## config.mk

```make
export PLATFORM = sky130hd
export DESIGN_NAME = ntp_seconds_to_local_calendar_unit
export DESIGN_NICKNAME = d
export VERILOG_FILES = /design/src/hdl/ntpc_pkg.sv /design/src/hdl/ntp_seconds_to_local_calendar_unit.sv /design/src/hdl/ntpc_csr.sv /design/src/hdl/ntpc_flow.sv /design/src/hdl/ntpc_datapath.sv
export VERILOG_INCLUDE_DIRS = /design/src /design/src/hdl
export SDC_FILE = /design/constraint.sdc
export NUM_CORES = 2
export LEC_CHECK = 0
export BUFFER_PORTS_ARGS = -buffer_cell sky130_fd_sc_hd__buf_2
export CAP_MARGIN = 20
export CORE_ASPECT_RATIO = 1.25
export CORE_MARGIN = 3
export CORE_UTILIZATION = 41
export CTS_BUF_LIST = sky130_fd_sc_hd__clkbuf_16
export DETAILED_ROUTE_END_ITERATION = 8
export GPL_TIMING_DRIVEN = 0
export MAX_ROUTING_LAYER = met4
export SYNTH_ARGS = -nofsm -noshare
export SYNTH_HDL_FRONTEND = slang
export SYNTH_SLANG_ARGS = --single-unit
```

## constraint.sdc

```tcl
create_clock -name clock -period 24.1 [get_ports clock]
set_clock_uncertainty 0.15 [all_clocks]
set_input_delay 4.82 -clock clock [delete_from_list [all_inputs] [get_ports clock]]
set_output_delay 4.82 -clock clock [all_outputs]
set_load 0.01 [all_outputs]
```

## src/hdl/ntp_seconds_to_local_calendar_unit_defines.svh

```systemverilog
// Assertion macros for the NTP seconds to local calendar unit.
// Used by the top level only; expects clock and reset in scope.
`ifndef NTP_SECONDS_TO_LOCAL_CALENDAR_UNIT_DEFINES_SVH
`define NTP_SECONDS_TO_LOCAL_CALENDAR_UNIT_DEFINES_SVH

// Condition that must hold at every clock edge out of reset
`define NTPC_ASSERT_ALWAYS(label, cond, msg) \
   label: assert property (@(posedge clock) disable iff (reset) (cond)) \
      else $error(msg);

// Same-cycle implication
`define NTPC_ASSERT_IMPLIES(label, ante, cons, msg) \
   label: assert property (@(posedge clock) disable iff (reset) (ante) |-> (cons)) \
      else $error(msg);

`endif

```

## src/hdl/ntpc_pkg.sv

```systemverilog
// Shared types, constants and helper functions for the NTP calendar unit.
// No dependencies; imported by every module of the block.
package ntpc_pkg;

   // pipeline depth: input register, five work stages, output register
   localparam int unsigned NUM_STAGES = 7;

   // accepted SNTP modes
   localparam logic [2:0] MODE_SERVER    = 3'd4;
   localparam logic [2:0] MODE_BROADCAST = 3'd5;

   // register map (index = paddr[2])
   typedef enum logic [0:0] {
      REG_UTC_OFFSET = 1'b0,
      REG_DAYLIGHT   = 1'b1
   } ntpc_reg_type;

   typedef struct packed {
      logic signed [4:0] utc_offset;
      logic              daylight;
   } ntpc_cfg_type;

   typedef struct packed {
      logic [NUM_STAGES-1:0] load;
   } ntpc_flow_type;

   // seconds from 1900-01-01 to 1970-01-01
   localparam logic [31:0] NTP_UNIX_OFFSET = 32'd2208988800;

   // seconds/86400 = (seconds>>7)/675, done as multiply by ceil(2^35/675)
   localparam logic [25:0] DAY_RECIP   = 26'd50903317;
   localparam int unsigned DAY_SHIFT   = 35;
   localparam logic [16:0] DAY_SECS    = 17'd86400;

   // rem/3600 and rem/60 for rem below 86400
   localparam logic [15:0] HOUR_RECIP  = 16'd37283;
   localparam int unsigned HOUR_SHIFT  = 27;
   localparam logic [17:0] MIN_RECIP   = 18'd139811;
   localparam int unsigned MIN_SHIFT   = 23;
   localparam logic [5:0]  MIN_SECS    = 6'd60;

   // four-year cycles counted from 1968-01-01
   localparam logic [15:0] CYCLE_RECIP     = 16'd45934;
   localparam int unsigned CYCLE_SHIFT     = 26;
   localparam logic [10:0] CYCLE_DAYS      = 11'd1461;
   localparam logic [15:0] CYCLE_OFFSET    = 16'd731;
   localparam logic [11:0] CYCLE_BASE_YEAR = 12'd1968;
   localparam logic [10:0] LEAP_YEAR_DAYS  = 11'd366;
   localparam logic [10:0] YEAR_DAYS       = 11'd365;

   // 2100 has no Feb 29; from its March 1 on a phantom day is inserted
   localparam logic [15:0] MARCH_2100_DAY  = 16'd47541;
   localparam logic [11:0] NONLEAP_CENTURY = 12'd2100;
   localparam logic [8:0]  MARCH_LEAP_YDAY = 9'd60;

   localparam logic [6:0] HOURS_PER_DAY = 7'd24;
   localparam logic [3:0] JANUARY       = 4'd1;
   localparam logic [3:0] FEBRUARY      = 4'd2;
   localparam logic [3:0] MARCH         = 4'd3;
   localparam logic [3:0] DECEMBER      = 4'd12;

   // value mod 7 by folding octal digits (8 = 1 mod 7)
   function automatic logic [2:0] mod7(input logic [15:0] value);
      logic [5:0] digit_sum;
      logic [3:0] fold;
      begin
         digit_sum = 6'(value[2:0]) + 6'(value[5:3]) + 6'(value[8:6])
                   + 6'(value[11:9]) + 6'(value[14:12]) + 6'(value[15]);
         fold = 4'(digit_sum[5:3]) + 4'(digit_sum[2:0]);
         if (fold >= 4'd7) begin
            fold = fold - 4'd7;
         end
         return fold[2:0];
      end
   endfunction

   // day of year on which a month starts, counted from 0
   function automatic logic [8:0] month_start(input logic [3:0] month, input logic leap);
      logic [8:0] start;
      begin
         case (month)
            4'd1:    start = 9'd0;
            4'd2:    start = 9'd31;
            4'd3:    start = 9'd59;
            4'd4:    start = 9'd90;
            4'd5:    start = 9'd120;
            4'd6:    start = 9'd151;
            4'd7:    start = 9'd181;
            4'd8:    start = 9'd212;
            4'd9:    start = 9'd243;
            4'd10:   start = 9'd273;
            4'd11:   start = 9'd304;
            4'd12:   start = 9'd334;
            default: start = 9'd0;
         endcase
         if (month >= MARCH) begin
            start = start + 9'(leap);
         end
         return start;
      end
   endfunction

   function automatic logic [4:0] month_len(input logic [3:0] month, input logic leap);
      logic [4:0] len;
      begin
         case (month)
            4'd2:    len = 5'd28 + 5'(leap);
            4'd4:    len = 5'd30;
            4'd6:    len = 5'd30;
            4'd9:    len = 5'd30;
            4'd11:   len = 5'd30;
            default: len = 5'd31;
         endcase
         return len;
      end
   endfunction

endpackage

```

## src/hdl/ntp_seconds_to_local_calendar_unit.sv

```systemverilog
// Top level of the NTP seconds to local calendar unit.
// Depends on ntpc_pkg, ntpc_csr, ntpc_flow, ntpc_datapath and the defines header.

// Converts the mode and transmit seconds of an SNTP reply into a local calendar
// date and time. Server and broadcast replies (mode 4 or 5) give accepted = 1 with
// the date shifted by the zone offset plus daylight saving hour; any other mode gives
// an all-zero item. Weekday and yearday are UTC. Throughput is one item per clock
// while rsp_tready is high. A result passes through the seven registers of the
// pipeline (input, whole days, seconds of day with four-year cycle, hour and
// minute, year and day of year, month with local hour, output). Stalled stages
// collapse bubbles, so req_tready stays high while any stage is empty. There is no
// clearing pass after reset. Registers: 0x0 utc_offset_hours (5-bit signed),
// 0x4 daylight_saving_hours (1 bit); write them only while the unit is idle.
`include "ntp_seconds_to_local_calendar_unit_defines.svh"

module ntp_seconds_to_local_calendar_unit
   import ntpc_pkg::*;
(
   input  logic        clock,
   input  logic        reset,
   // configuration port
   input  logic        csr_psel,
   input  logic        csr_penable,
   input  logic        csr_pwrite,
   input  logic [2:0]  csr_paddr,
   input  logic [31:0] csr_pwdata,
   output logic [31:0] csr_prdata,
   output logic        csr_pready,
   // reply items
   input  logic        req_tvalid,
   output logic        req_tready,
   input  logic [31:0] req_tdata,   // [31:0] ntp_seconds
   input  logic [2:0]  req_tuser,   // [2:0] mode_bits
   // calendar items
   output logic        rsp_tvalid,
   input  logic        rsp_tready,
   output logic [55:0] rsp_tdata,   // [11:0] year, [15:12] month, [20:16] day,
                                    // [25:21] hour, [31:26] minute, [37:32] second,
                                    // [40:38] weekday, [49:41] yearday, [55:50] zero
   output logic        rsp_tuser    // [0] accepted
);

   ntpc_cfg_type  cfg;
   ntpc_flow_type flow;
   logic          out_accepted;
   logic [11:0]   out_year;
   logic [3:0]    out_month;
   logic [4:0]    out_day;
   logic [4:0]    out_hour;
   logic [5:0]    out_minute;
   logic [5:0]    out_second;
   logic [2:0]    out_weekday;
   logic [8:0]    out_yearday;

   ntpc_csr u_csr (
      .clock       (clock),
      .reset       (reset),
      .csr_psel    (csr_psel),
      .csr_penable (csr_penable),
      .csr_pwrite  (csr_pwrite),
      .csr_paddr   (csr_paddr),
      .csr_pwdata  (csr_pwdata),
      .csr_prdata  (csr_prdata),
      .csr_pready  (csr_pready),
      .cfg         (cfg)
   );

   ntpc_flow u_flow (
      .clock      (clock),
      .reset      (reset),
      .req_tvalid (req_tvalid),
      .req_tready (req_tready),
      .rsp_tvalid (rsp_tvalid),
      .rsp_tready (rsp_tready),
      .flow       (flow)
   );

   ntpc_datapath u_datapath (
      .clock          (clock),
      .flow           (flow),
      .cfg            (cfg),
      .in_mode_bits   (req_tuser),
      .in_ntp_seconds (req_tdata),
      .out_accepted   (out_accepted),
      .out_year       (out_year),
      .out_month      (out_month),
      .out_day        (out_day),
      .out_hour       (out_hour),
      .out_minute     (out_minute),
      .out_second     (out_second),
      .out_weekday    (out_weekday),
      .out_yearday    (out_yearday)
   );

   // result packing, first field lowest
   assign rsp_tdata = {6'd0, out_yearday, out_weekday, out_second, out_minute,
                       out_hour, out_day, out_month, out_year};
   assign rsp_tuser = out_accepted;

   // a free output slot must propagate back to the input side
   `NTPC_ASSERT_IMPLIES(a_ready_chain, rsp_tready, req_tready, "input stalled with free output")
   `NTPC_ASSERT_IMPLIES(a_reject_zero, rsp_tvalid && !out_accepted, rsp_tdata == 56'd0,
      "rejected item carries nonzero fields")
   `NTPC_ASSERT_IMPLIES(a_time_range, rsp_tvalid && out_accepted,
      out_hour < 5'd24 && out_minute < 6'd60 && out_second < 6'd60 && out_weekday < 3'd7,
      "time of day out of range")
   `NTPC_ASSERT_IMPLIES(a_date_range, rsp_tvalid && out_accepted,
      out_month >= 4'd1 && out_month <= 4'd12 && out_day >= 5'd1
         && out_year >= 12'd1969 && out_year <= 12'd2106,
      "calendar date out of range")
   `NTPC_ASSERT_ALWAYS(a_yearday_range, !rsp_tvalid || out_yearday <= 9'd365,
      "day of year out of range")

endmodule

```

## src/hdl/ntpc_csr.sv

```systemverilog
// Configuration registers (zone offset, daylight saving) behind an APB-style port.
// Depends on ntpc_pkg.
module ntpc_csr
   import ntpc_pkg::*;
(
   input  logic         clock,
   input  logic         reset,
   input  logic         csr_psel,
   input  logic         csr_penable,
   input  logic         csr_pwrite,
   input  logic [2:0]   csr_paddr,
   input  logic [31:0]  csr_pwdata,
   output logic [31:0]  csr_prdata,
   output logic         csr_pready,
   output ntpc_cfg_type cfg
);

   ntpc_cfg_type cfg_ff;
   ntpc_cfg_type cfg_in;
   ntpc_reg_type reg_sel;
   logic         wr_en;

   assign csr_pready = 1'b1;
   assign reg_sel    = ntpc_reg_type'(csr_paddr[2]);
   assign wr_en      = csr_psel && csr_penable && csr_pwrite && csr_pready;

   // register write decode
   always_comb begin
      cfg_in = cfg_ff;
      if (wr_en) begin
         case (reg_sel)
            REG_UTC_OFFSET: cfg_in.utc_offset = csr_pwdata[4:0];
            REG_DAYLIGHT:   cfg_in.daylight   = csr_pwdata[0];
            default:        cfg_in = cfg_ff;
         endcase
      end
   end

   always_ff @(posedge clock) begin
      if (reset) begin
         cfg_ff <= '0;
      end else begin
         cfg_ff <= cfg_in;
      end
   end

   // read back, offset sign-extended
   always_comb begin
      case (reg_sel)
         REG_UTC_OFFSET: csr_prdata = {{27{cfg_ff.utc_offset[4]}}, cfg_ff.utc_offset};
         REG_DAYLIGHT:   csr_prdata = {31'd0, cfg_ff.daylight};
         default:        csr_prdata = '0;
      endcase
   end

   assign cfg = cfg_ff;

endmodule

```

## src/hdl/ntpc_flow.sv

```systemverilog
// Pipeline occupancy and stall control: one valid bit per stage, bubbles collapse.
// Depends on ntpc_pkg.
module ntpc_flow
   import ntpc_pkg::*;
(
   input  logic          clock,
   input  logic          reset,
   input  logic          req_tvalid,
   output logic          req_tready,
   output logic          rsp_tvalid,
   input  logic          rsp_tready,
   output ntpc_flow_type flow
);

   logic [NUM_STAGES-1:0] valid_ff;
   logic [NUM_STAGES-1:0] valid_in;
   logic [NUM_STAGES-1:0] room;

   // a stage can load when empty or when its item moves on
   always_comb begin
      room[NUM_STAGES-1] = !valid_ff[NUM_STAGES-1] || rsp_tready;
      for (int k = NUM_STAGES - 2; k >= 0; k--) begin
         room[k] = !valid_ff[k] || room[k+1];
      end
   end

   always_comb begin
      valid_in[0] = room[0] ? req_tvalid : valid_ff[0];
      for (int k = 1; k < NUM_STAGES; k++) begin
         valid_in[k] = room[k] ? valid_ff[k-1] : valid_ff[k];
      end
   end

   always_ff @(posedge clock) begin
      if (reset) begin
         valid_ff <= '0;
      end else begin
         valid_ff <= valid_in;
      end
   end

   assign flow.load  = room;
   assign req_tready = room[0];
   assign rsp_tvalid = valid_ff[NUM_STAGES-1];

endmodule

```

## src/hdl/ntpc_datapath.sv

```systemverilog
// Payload pipeline: NTP seconds to UTC split, calendar date, local hour rollover.
// Depends on ntpc_pkg; stage loads come from ntpc_flow.
module ntpc_datapath
   import ntpc_pkg::*;
(
   input  logic          clock,
   input  ntpc_flow_type flow,
   input  ntpc_cfg_type  cfg,
   input  logic [2:0]    in_mode_bits,
   input  logic [31:0]   in_ntp_seconds,
   output logic          out_accepted,
   output logic [11:0]   out_year,
   output logic [3:0]    out_month,
   output logic [4:0]    out_day,
   output logic [4:0]    out_hour,
   output logic [5:0]    out_minute,
   output logic [5:0]    out_second,
   output logic [2:0]    out_weekday,
   output logic [8:0]    out_yearday
);

   // stage 0: input register
   logic        s0_acc_ff,  s0_acc_in;
   logic [31:0] s0_ntp_ff;

   assign s0_acc_in = (in_mode_bits == MODE_SERVER) || (in_mode_bits == MODE_BROADCAST);

   always_ff @(posedge clock) begin
      if (flow.load[0]) begin
         s0_acc_ff <= s0_acc_in;
         s0_ntp_ff <= in_ntp_seconds;
      end
   end

   // stage 1: Unix seconds and whole days
   logic        s1_acc_ff;
   logic [31:0] s1_unix_ff, s1_unix_in;
   logic [15:0] s1_days_ff, s1_days_in;
   logic [50:0] s1_day_prod;

   assign s1_unix_in  = s0_ntp_ff - NTP_UNIX_OFFSET;
   assign s1_day_prod = 51'(s1_unix_in[31:7]) * 51'(DAY_RECIP);
   assign s1_days_in  = s1_day_prod[DAY_SHIFT+15:DAY_SHIFT];

   always_ff @(posedge clock) begin
      if (flow.load[1]) begin
         s1_acc_ff  <= s0_acc_ff;
         s1_unix_ff <= s1_unix_in;
         s1_days_ff <= s1_days_in;
      end
   end

   // stage 2: seconds of day, weekday, four-year cycle number
   logic        s2_acc_ff;
   logic [16:0] s2_rem_ff,  s2_rem_in;
   logic [2:0]  s2_wday_ff, s2_wday_in;
   logic [15:0] s2_dp_ff,   s2_dp_in;
   logic [5:0]  s2_cyc_ff,  s2_cyc_in;
   logic [31:0] s2_day_secs;
   logic [31:0] s2_cyc_prod;

   assign s2_day_secs = 32'(s1_days_ff) * 32'(DAY_SECS);
   assign s2_rem_in   = 17'(s1_unix_ff - s2_day_secs);
   assign s2_wday_in  = mod7(s1_days_ff + 16'd4);
   // days from 1968-01-01, with a phantom Feb 29 in 2100
   assign s2_dp_in    = s1_days_ff + CYCLE_OFFSET
                      + 16'(s1_days_ff >= MARCH_2100_DAY);
   assign s2_cyc_prod = 32'(s2_dp_in) * 32'(CYCLE_RECIP);
   assign s2_cyc_in   = s2_cyc_prod[CYCLE_SHIFT+5:CYCLE_SHIFT];

   always_ff @(posedge clock) begin
      if (flow.load[2]) begin
         s2_acc_ff  <= s1_acc_ff;
         s2_rem_ff  <= s2_rem_in;
         s2_wday_ff <= s2_wday_in;
         s2_dp_ff   <= s2_dp_in;
         s2_cyc_ff  <= s2_cyc_in;
      end
   end

   // stage 3: hour, minute of day, day within the four-year cycle
   logic        s3_acc_ff;
   logic [16:0] s3_rem_ff;
   logic [2:0]  s3_wday_ff;
   logic [5:0]  s3_cyc_ff;
   logic [4:0]  s3_hr_ff,  s3_hr_in;
   logic [10:0] s3_mod_ff, s3_mod_in;
   logic [10:0] s3_r_ff,   s3_r_in;
   logic [32:0] s3_hr_prod;
   logic [34:0] s3_mod_prod;
   logic [15:0] s3_cyc_days;

   assign s3_hr_prod  = 33'(s2_rem_ff) * 33'(HOUR_RECIP);
   assign s3_hr_in    = s3_hr_prod[HOUR_SHIFT+4:HOUR_SHIFT];
   assign s3_mod_prod = 35'(s2_rem_ff) * 35'(MIN_RECIP);
   assign s3_mod_in   = s3_mod_prod[MIN_SHIFT+10:MIN_SHIFT];
   assign s3_cyc_days = 16'(s2_cyc_ff) * 16'(CYCLE_DAYS);
   assign s3_r_in     = 11'(s2_dp_ff - s3_cyc_days);

   always_ff @(posedge clock) begin
      if (flow.load[3]) begin
         s3_acc_ff  <= s2_acc_ff;
         s3_rem_ff  <= s2_rem_ff;
         s3_wday_ff <= s2_wday_ff;
         s3_cyc_ff  <= s2_cyc_ff;
         s3_hr_ff   <= s3_hr_in;
         s3_mod_ff  <= s3_mod_in;
         s3_r_ff    <= s3_r_in;
      end
   end

   // stage 4: second, minute, year and day of year
   logic        s4_acc_ff;
   logic [2:0]  s4_wday_ff;
   logic [4:0]  s4_hr_ff;
   logic [5:0]  s4_sec_ff,  s4_sec_in;
   logic [5:0]  s4_min_ff,  s4_min_in;
   logic [11:0] s4_year_ff, s4_year_in;
   logic [8:0]  s4_yd_ff,   s4_yd_in;
   logic [1:0]  s4_yo;
   logic [10:0] s4_after_leap;

   assign s4_sec_in = 6'(s3_rem_ff - 17'(s3_mod_ff) * 17'(MIN_SECS));
   assign s4_min_in = 6'(s3_mod_ff - 11'(s3_hr_ff) * 11'(MIN_SECS));

   // first year of each cycle is the leap year
   always_comb begin
      s4_after_leap = s3_r_ff - LEAP_YEAR_DAYS;
      if (s3_r_ff < LEAP_YEAR_DAYS) begin
         s4_yo    = 2'd0;
         s4_yd_in = s3_r_ff[8:0];
      end else if (s4_after_leap < YEAR_DAYS) begin
         s4_yo    = 2'd1;
         s4_yd_in = s4_after_leap[8:0];
      end else if (s4_after_leap < 11'(2 * YEAR_DAYS)) begin
         s4_yo    = 2'd2;
         s4_yd_in = 9'(s4_after_leap - YEAR_DAYS);
      end else begin
         s4_yo    = 2'd3;
         s4_yd_in = 9'(s4_after_leap - 11'(2 * YEAR_DAYS));
      end
   end

   assign s4_year_in = CYCLE_BASE_YEAR + 12'({s3_cyc_ff, 2'b00}) + 12'(s4_yo);

   always_ff @(posedge clock) begin
      if (flow.load[4]) begin
         s4_acc_ff  <= s3_acc_ff;
         s4_wday_ff <= s3_wday_ff;
         s4_hr_ff   <= s3_hr_ff;
         s4_sec_ff  <= s4_sec_in;
         s4_min_ff  <= s4_min_in;
         s4_year_ff <= s4_year_in;
         s4_yd_ff   <= s4_yd_in;
      end
   end

   // stage 5: month and day, true day of year, local hour before wrap
   logic        s5_acc_ff;
   logic [2:0]  s5_wday_ff;
   logic [5:0]  s5_sec_ff;
   logic [5:0]  s5_min_ff;
   logic [11:0] s5_year_ff;
   logic [3:0]  s5_month_ff, s5_month_in;
   logic [4:0]  s5_mday_ff,  s5_mday_in;
   logic [8:0]  s5_yday_ff,  s5_yday_in;
   logic [6:0]  s5_hour_ff,  s5_hour_in;
   logic        s5_leap_cyc;

   // 2100 is treated as leap here; the phantom day keeps months right
   assign s5_leap_cyc = (s4_year_ff[1:0] == 2'b00);

   always_comb begin
      s5_month_in = JANUARY;
      for (int m = 2; m <= 12; m++) begin
         if (s4_yd_ff >= month_start(4'(m), s5_leap_cyc)) begin
            s5_month_in = 4'(m);
         end
      end
   end

   assign s5_mday_in = 5'(s4_yd_ff - month_start(s5_month_in, s5_leap_cyc) + 9'd1);
   assign s5_yday_in = s4_yd_ff - 9'((s4_year_ff == NONLEAP_CENTURY)
                                     && (s4_yd_ff >= MARCH_LEAP_YDAY));
   // two's complement, range -16..39
   assign s5_hour_in = {2'b00, s4_hr_ff} + {{2{cfg.utc_offset[4]}}, cfg.utc_offset}
                     + {6'd0, cfg.daylight};

   always_ff @(posedge clock) begin
      if (flow.load[5]) begin
         s5_acc_ff   <= s4_acc_ff;
         s5_wday_ff  <= s4_wday_ff;
         s5_sec_ff   <= s4_sec_ff;
         s5_min_ff   <= s4_min_ff;
         s5_year_ff  <= s4_year_ff;
         s5_month_ff <= s5_month_in;
         s5_mday_ff  <= s5_mday_in;
         s5_yday_ff  <= s5_yday_in;
         s5_hour_ff  <= s5_hour_in;
      end
   end

   // stage 6: hour wrap with one-day date step, result register
   logic        s6_acc_ff;
   logic [11:0] s6_year_ff,  s6_year_in;
   logic [3:0]  s6_month_ff, s6_month_in;
   logic [4:0]  s6_mday_ff,  s6_mday_in;
   logic [4:0]  s6_hour_ff,  s6_hour_in;
   logic [5:0]  s6_min_ff,   s6_min_in;
   logic [5:0]  s6_sec_ff,   s6_sec_in;
   logic [2:0]  s6_wday_ff,  s6_wday_in;
   logic [8:0]  s6_yday_ff,  s6_yday_in;
   logic        s6_leap;
   logic [3:0]  s6_prev_month;
   logic [6:0]  s6_hour_wrap;

   assign s6_leap       = (s5_year_ff[1:0] == 2'b00) && (s5_year_ff != NONLEAP_CENTURY);
   assign s6_prev_month = (s5_month_ff == JANUARY) ? DECEMBER : s5_month_ff - 4'd1;

   always_comb begin
      s6_year_in   = s5_year_ff;
      s6_month_in  = s5_month_ff;
      s6_mday_in   = s5_mday_ff;
      s6_hour_wrap = s5_hour_ff;
      if (!s5_hour_ff[6] && (s5_hour_ff >= HOURS_PER_DAY)) begin
         // past midnight: next day
         s6_hour_wrap = s5_hour_ff - HOURS_PER_DAY;
         if (s5_mday_ff >= month_len(s5_month_ff, s6_leap)) begin
            s6_mday_in = 5'd1;
            if (s5_month_ff == DECEMBER) begin
               s6_month_in = JANUARY;
               s6_year_in  = s5_year_ff + 12'd1;
            end else begin
               s6_month_in = s5_month_ff + 4'd1;
            end
         end else begin
            s6_mday_in = s5_mday_ff + 5'd1;
         end
      end else if (s5_hour_ff[6]) begin
         // before midnight: previous day
         s6_hour_wrap = s5_hour_ff + HOURS_PER_DAY;
         if (s5_mday_ff <= 5'd1) begin
            s6_month_in = s6_prev_month;
            if (s5_month_ff == JANUARY) begin
               s6_year_in = s5_year_ff - 12'd1;
            end
            s6_mday_in = month_len(s6_prev_month, s6_leap);
         end else begin
            s6_mday_in = s5_mday_ff - 5'd1;
         end
      end
   end

   // rejected replies give an all-zero item
   always_comb begin
      s6_hour_in = s6_hour_wrap[4:0];
      s6_min_in  = s5_min_ff;
      s6_sec_in  = s5_sec_ff;
      s6_wday_in = s5_wday_ff;
      s6_yday_in = s5_yday_ff;
      if (!s5_acc_ff) begin
         s6_hour_in = '0;
         s6_min_in  = '0;
         s6_sec_in  = '0;
         s6_wday_in = '0;
         s6_yday_in = '0;
      end
   end

   always_ff @(posedge clock) begin
      if (flow.load[6]) begin
         s6_acc_ff   <= s5_acc_ff;
         s6_year_ff  <= s5_acc_ff ? s6_year_in  : 12'd0;
         s6_month_ff <= s5_acc_ff ? s6_month_in : 4'd0;
         s6_mday_ff  <= s5_acc_ff ? s6_mday_in  : 5'd0;
         s6_hour_ff  <= s6_hour_in;
         s6_min_ff   <= s6_min_in;
         s6_sec_ff   <= s6_sec_in;
         s6_wday_ff  <= s6_wday_in;
         s6_yday_ff  <= s6_yday_in;
      end
   end

   assign out_accepted = s6_acc_ff;
   assign out_year     = s6_year_ff;
   assign out_month    = s6_month_ff;
   assign out_day      = s6_mday_ff;
   assign out_hour     = s6_hour_ff;
   assign out_minute   = s6_min_ff;
   assign out_second   = s6_sec_ff;
   assign out_weekday  = s6_wday_ff;
   assign out_yearday  = s6_yday_ff;

endmodule

```

* Word-level counts from Yosys, hierarchy flattened
Memory sizes are Yosys's and may differ from the RTL's.
Cells that the tools add are included.
Widths: inputs -> output; s select.
** Cells by class
- Add/subtract/negate cells :: 45
- Multiply operators :: 8
- Order comparisons :: 21
- Eq/ne operators :: 16
- Mux-type cells :: 41
- Bitwise operators :: 1
- Reductions and logical operators :: 27
** Operator list (count)
- $mux 12 :: 6
- $pmux 32 s2 :: 1
- $ge 9x9->1 :: 7
- $mul 25x26->51 const B :: 1
- $mux 4 :: 11
- $mux 5 :: 8
- $add 8x1->9 const A :: 4
- $mul 17x18->34 const B :: 1
- $mul 17x16->32 const B :: 1
- $sub 32x32->32 const B :: 1
- $mul 16x15->31 const B :: 1
- $add 9x1->9 const A :: 3
- $mux 9 :: 3
- $lt 11x9->1 const B :: 2
- $eq 4x4->1 const B :: 5
- $pmux 5 s2 :: 2
- $add 6x3->6 :: 3
- $ge 9x8->1 :: 2
- $sub 17x17->17 :: 1
- $add 16x1->16 :: 1
- $add 16x10->16 const B :: 1
- $add 16x3->16 const B :: 1
- $add 7x1->8 const A :: 2
- $eq 4x3->1 const B :: 4
- other kinds (54) :: 87
** Word-level totals
- Flip-flop bits (word level) :: 307
- Memory bits (read-only) :: 144
- Input port bits :: 77
- Word-level logic and storage cells :: 211
- Memories kept :: 1
** Memory list
- (no name shown) :: words 16, bits a word 9, read ports 1, clocked after memory_dff 0, wr ports 0, line ntpc_pkg.sv:81 : case (month)

* Depth between registers and ports, before layout
An unclocked memory read counts as a cell.
- Depth in word-level cells :: 18
- Gate-level depth with buffers :: 38
- Gate-level depth less buffers :: 38

* Cells and area by module
Synthesis repeated with hierarchy kept, for this count alone.
** Unflattened totals
- Cell total of the unflattened synthesis :: 3401
- Area, all modules :: 36844.1 sq um
** Modules (own cells, without submodules)
- ntpc_datapath :: times used 1, cells an instance 3300, area an instance 35958.2 sq um
- ntpc_csr :: times used 1, cells an instance 61, area an instance 540.5 sq um
- ntpc_flow :: times used 1, cells an instance 33, area an instance 296.5 sq um
- ntp_seconds_to_local_calendar_unit :: times used 1, cells an instance 7, area an instance 48.8 sq um

* Least setup slack after synthesis
OpenSTA, ideal clock, no wires.
- Kind :: input-to-output
- Start point :: input port rsp_tready
- End point :: output port req_tready
- Arrival time :: 6.575 ns
- Setup slack :: 12.555 ns
- Stages :: 5
- Buffers on the path :: 1
- Cell sequence :: nor2b_1 and2_1 and3_1 clkbuf_1 nand4_1
** On the way
- Cells in the longest elaborated chain, start to end :: 7
** RTL lines
- start: declaration :: line ntp_seconds_to_local_calendar_unit.sv:36 : input logic rsp_tready,
- $logic_or 1x1->1 :: line ntpc_flow.sv:21 : room[NUM_STAGES-1] = !valid_ff[NUM_STAGES-1] || rsp_tready;
- $logic_or 1x1->1 (6 in a row) :: line ntpc_flow.sv:23 : room[k] = !valid_ff[k] || room[k+1];
- end: declaration :: line ntp_seconds_to_local_calendar_unit.sv:31 : output logic req_tready,
No other way between the ends.

* Worst setup path after layout
Ends and elaborated chain as after synthesis.

==> run summary <==
Status: complete, no violations
Later-pin clock latency in the skew report: 0.58 ns
Routed vias/inst: 4.903
# diodes: 0
Setup Buffers After CTS: 0
Root Driver: clkbuf_16
Tightest Pin Transition: 1.103 ns
Distinct cells, synth: 88
CTS tree: yes
Die H: 344.9 µm
Main synth FF type: edfxtp_1
# port buffers: 131
Antenna-violating nets left: 0
Min-Delay Path Class: register to register
Synth cell count leaders: inv_1, ha_1, fa_1
Vias in the first global route: 25,410
Worst setup SP type: input port
DR WL/cell: 15.62 µm
Vias: 24,290
Flops & latches, synth: 300
Rel. slew slack: 0.2556
DR iter-0 viols: 902
Count of pins over their slew limit: 0
Worst endpoint required time: 19.13 ns
Worst Setup Slack, final: 11.80 ns
Starting Density: 0.4163
# hold bufs at CTS: 0
Final setup fails: 0
Mapped cell area: 37,670 µm²
Largest net degree at the start of global routing: 39
CTS max path bufs: 3
Ys async rst share: 0
Drt drc: 0
Initial antenna violation count: 0
Post-CTS Resized: 0
Chip width: 277.1 µm
Placed cells: 4,882
H-tree level count: 2
Synth area leaders: ha_1, edfxtp_1, fa_1
Layout cell share with drive strength beyond 1: 0.07461
Clock transition at path regs: 0.06 ns
Detailed-placement wirelength estimate: 66,160 µm
Number of enable flip-flop cells after synthesis: 287
Sink Count: 300
Period minus WS final: 12.30 ns
Top-count cell post-synth: inv_1
RSZ-0062 raised after global routing: false
Core Area: 90,490 µm²
Non-filler cells, final: 4,953
Cells after synthesis: 3,543
Tot GR Track Use: 0.1711
Crit-path max FO: 15
Total grt overflow: 0
Synth top area share: 0.2564
CP Capture Type: output pin
Post-synthesis sequential area ratio: 0.2357
Gpl congestion: 0.8937
Cells along the critical path: buf_2, nor2b_1, and2_1, and3_1, clkbuf_1, nand4_1, buf_8, buf_8, buf_2
Worst slack at placement: 11.77 ns
Cell accounting for the most synthesized area: ha_1
Row cnt: 123
DRT Wirelength: 77,380 µm
IO Pins: 169
Synth warn: 0
WP data arrival: 7.33 ns
Crit-path max cell delay: 0.59 ns
Mean post-synth cell area: 10.63 µm²
Max-cap check violation count: 0
Slowest CP cell: nand4_1
Final hold vios: 0
Achievable Freq: 81.29 MHz
Fin Setup TNS: 0 ns
Total iterations of the first detailed-routing run: 5
Fillers: 8,587
Layout area overhead: 9.582%
First-pass GRT wire length: 127,900 µm
Critical path class: input port to output pin
Layout Nets: 4,994
Final period util: 0.5104
DIE AREA: 95,580 µm²
TritonCTS Buffers: 38
## state kept, by name, summed over array words and instances, names as in the netlist, 7 cells and up
signal and flops:
u_datapath.s2_rem_ff 17, u_datapath.s1_unix_ff 17, u_datapath.out_year 12, u_datapath.s5_hour_ff 7, u_datapath.s3_r_ff 11, u_datapath.s4_yd_ff 9, u_datapath.s2_dp_ff 11, u_flow.valid_ff 7
u_datapath.s5_year_ff 11, u_datapath.s4_year_ff 11, u_datapath.s1_days_ff 16, u_datapath.out_yearday 9, u_datapath.s5_yday_ff 9, u_datapath.s0_ntp_ff 32
## final cells by class
cell class | instances | area [µm²] | area share
plain buffers | 75 | 432.9 | 0.01049
multi-input cells | 2335 | 25270 | 0.6121
flip-flops and latches | 300 | 8879 | 0.2151
repair buffers | 150 | 905.9 | 0.02194
clock buffers | 38 | 950.9 | 0.02303
inverters | 838 | 3146 | 0.07620
clock inverters | 30 | 214.0 | 0.005183
well taps | 1187 | 1485 | 0.03598
## cells by family (layout without fill, tap and decap cells)
logic type,count (synthesis),in the layout,synth area share
adder cells (fa/ha/maj),1179,1179,0.4727
buffers and inverters,913,1131,0.09499
AND/OR/NAND/NOR,470,470,0.06317
AO/OA/AOI/OAI,463,463,0.08214
flip-flops,300,300,0.2357
XOR/XNOR,196,196,0.04557
multiplexers,20,20,0.005579
other,2,7,0.0001994
## cell usage in the layout, fill, tap and decap left out, types with 43 or more instances in the layout
cell and n:
inv_1 838, ha_1 772, fa_1 407, edfxtp_1 287, a21oi_1 138, buf_2 135, xnor2_1 120, nor2_1 119
nand2_1 92, xor2_1 73, o21ai_0 70, a21o_1 57, buf_4 45, and2_1 43
## metal layers
metal	track usage	up-vias	wire length, µm	part of all wire
li1	-	12090	-	-
met3	0.02201	124	2757	0.036
met4	0.05277	0	2410	0.031
met2	0.3096	388	39790	0.51
met1	0.1981	11680	32420	0.42
met5	-	-	0	0
## critical path, delay by kind of cell
family | cells | cell delay [ns]
buf+inv | 5 | 1.05
simple gates | 4 | 1.43
## worst paths after layout
| kind | startpoint | to | slack [ns] | cells past startpoint |
|---|---|---|---|---|
| max | rsp_tready | req_tready | 11.80 | 9 |
| min | u_datapath.s1_unix_ff[0]$_DFFE_PP_ | u_datapath.s2_rem_ff[0]$_DFFE_PP_ | 0.27 | 0 |
| max reg2reg | u_datapath.s0_ntp_ff[7]$_DFFE_PP_ | u_datapath.s1_days_ff[12]$_DFFE_PP_ | 13.47 | 29 |
| min reg2reg | u_datapath.s1_unix_ff[0]$_DFFE_PP_ | u_datapath.s2_rem_ff[0]$_DFFE_PP_ | 0.27 | 0 |
## metrics by stage
stage	util	hold slack (ns)	instance area, µm²
final	0.4562	0.2663	41280
after CTS	0.4559	0.2678	41260
after floorplan	-	0.2503	37690
after global routing	0.4562	0.2717	41280
after global placement	0.4402	0.2510	39830
after detailed placement	0.4431	0.2545	40090
Power is left out: the tool's default activity adds up to more than one toggle a clock period on the data nets, which glitch-free logic cannot reach.
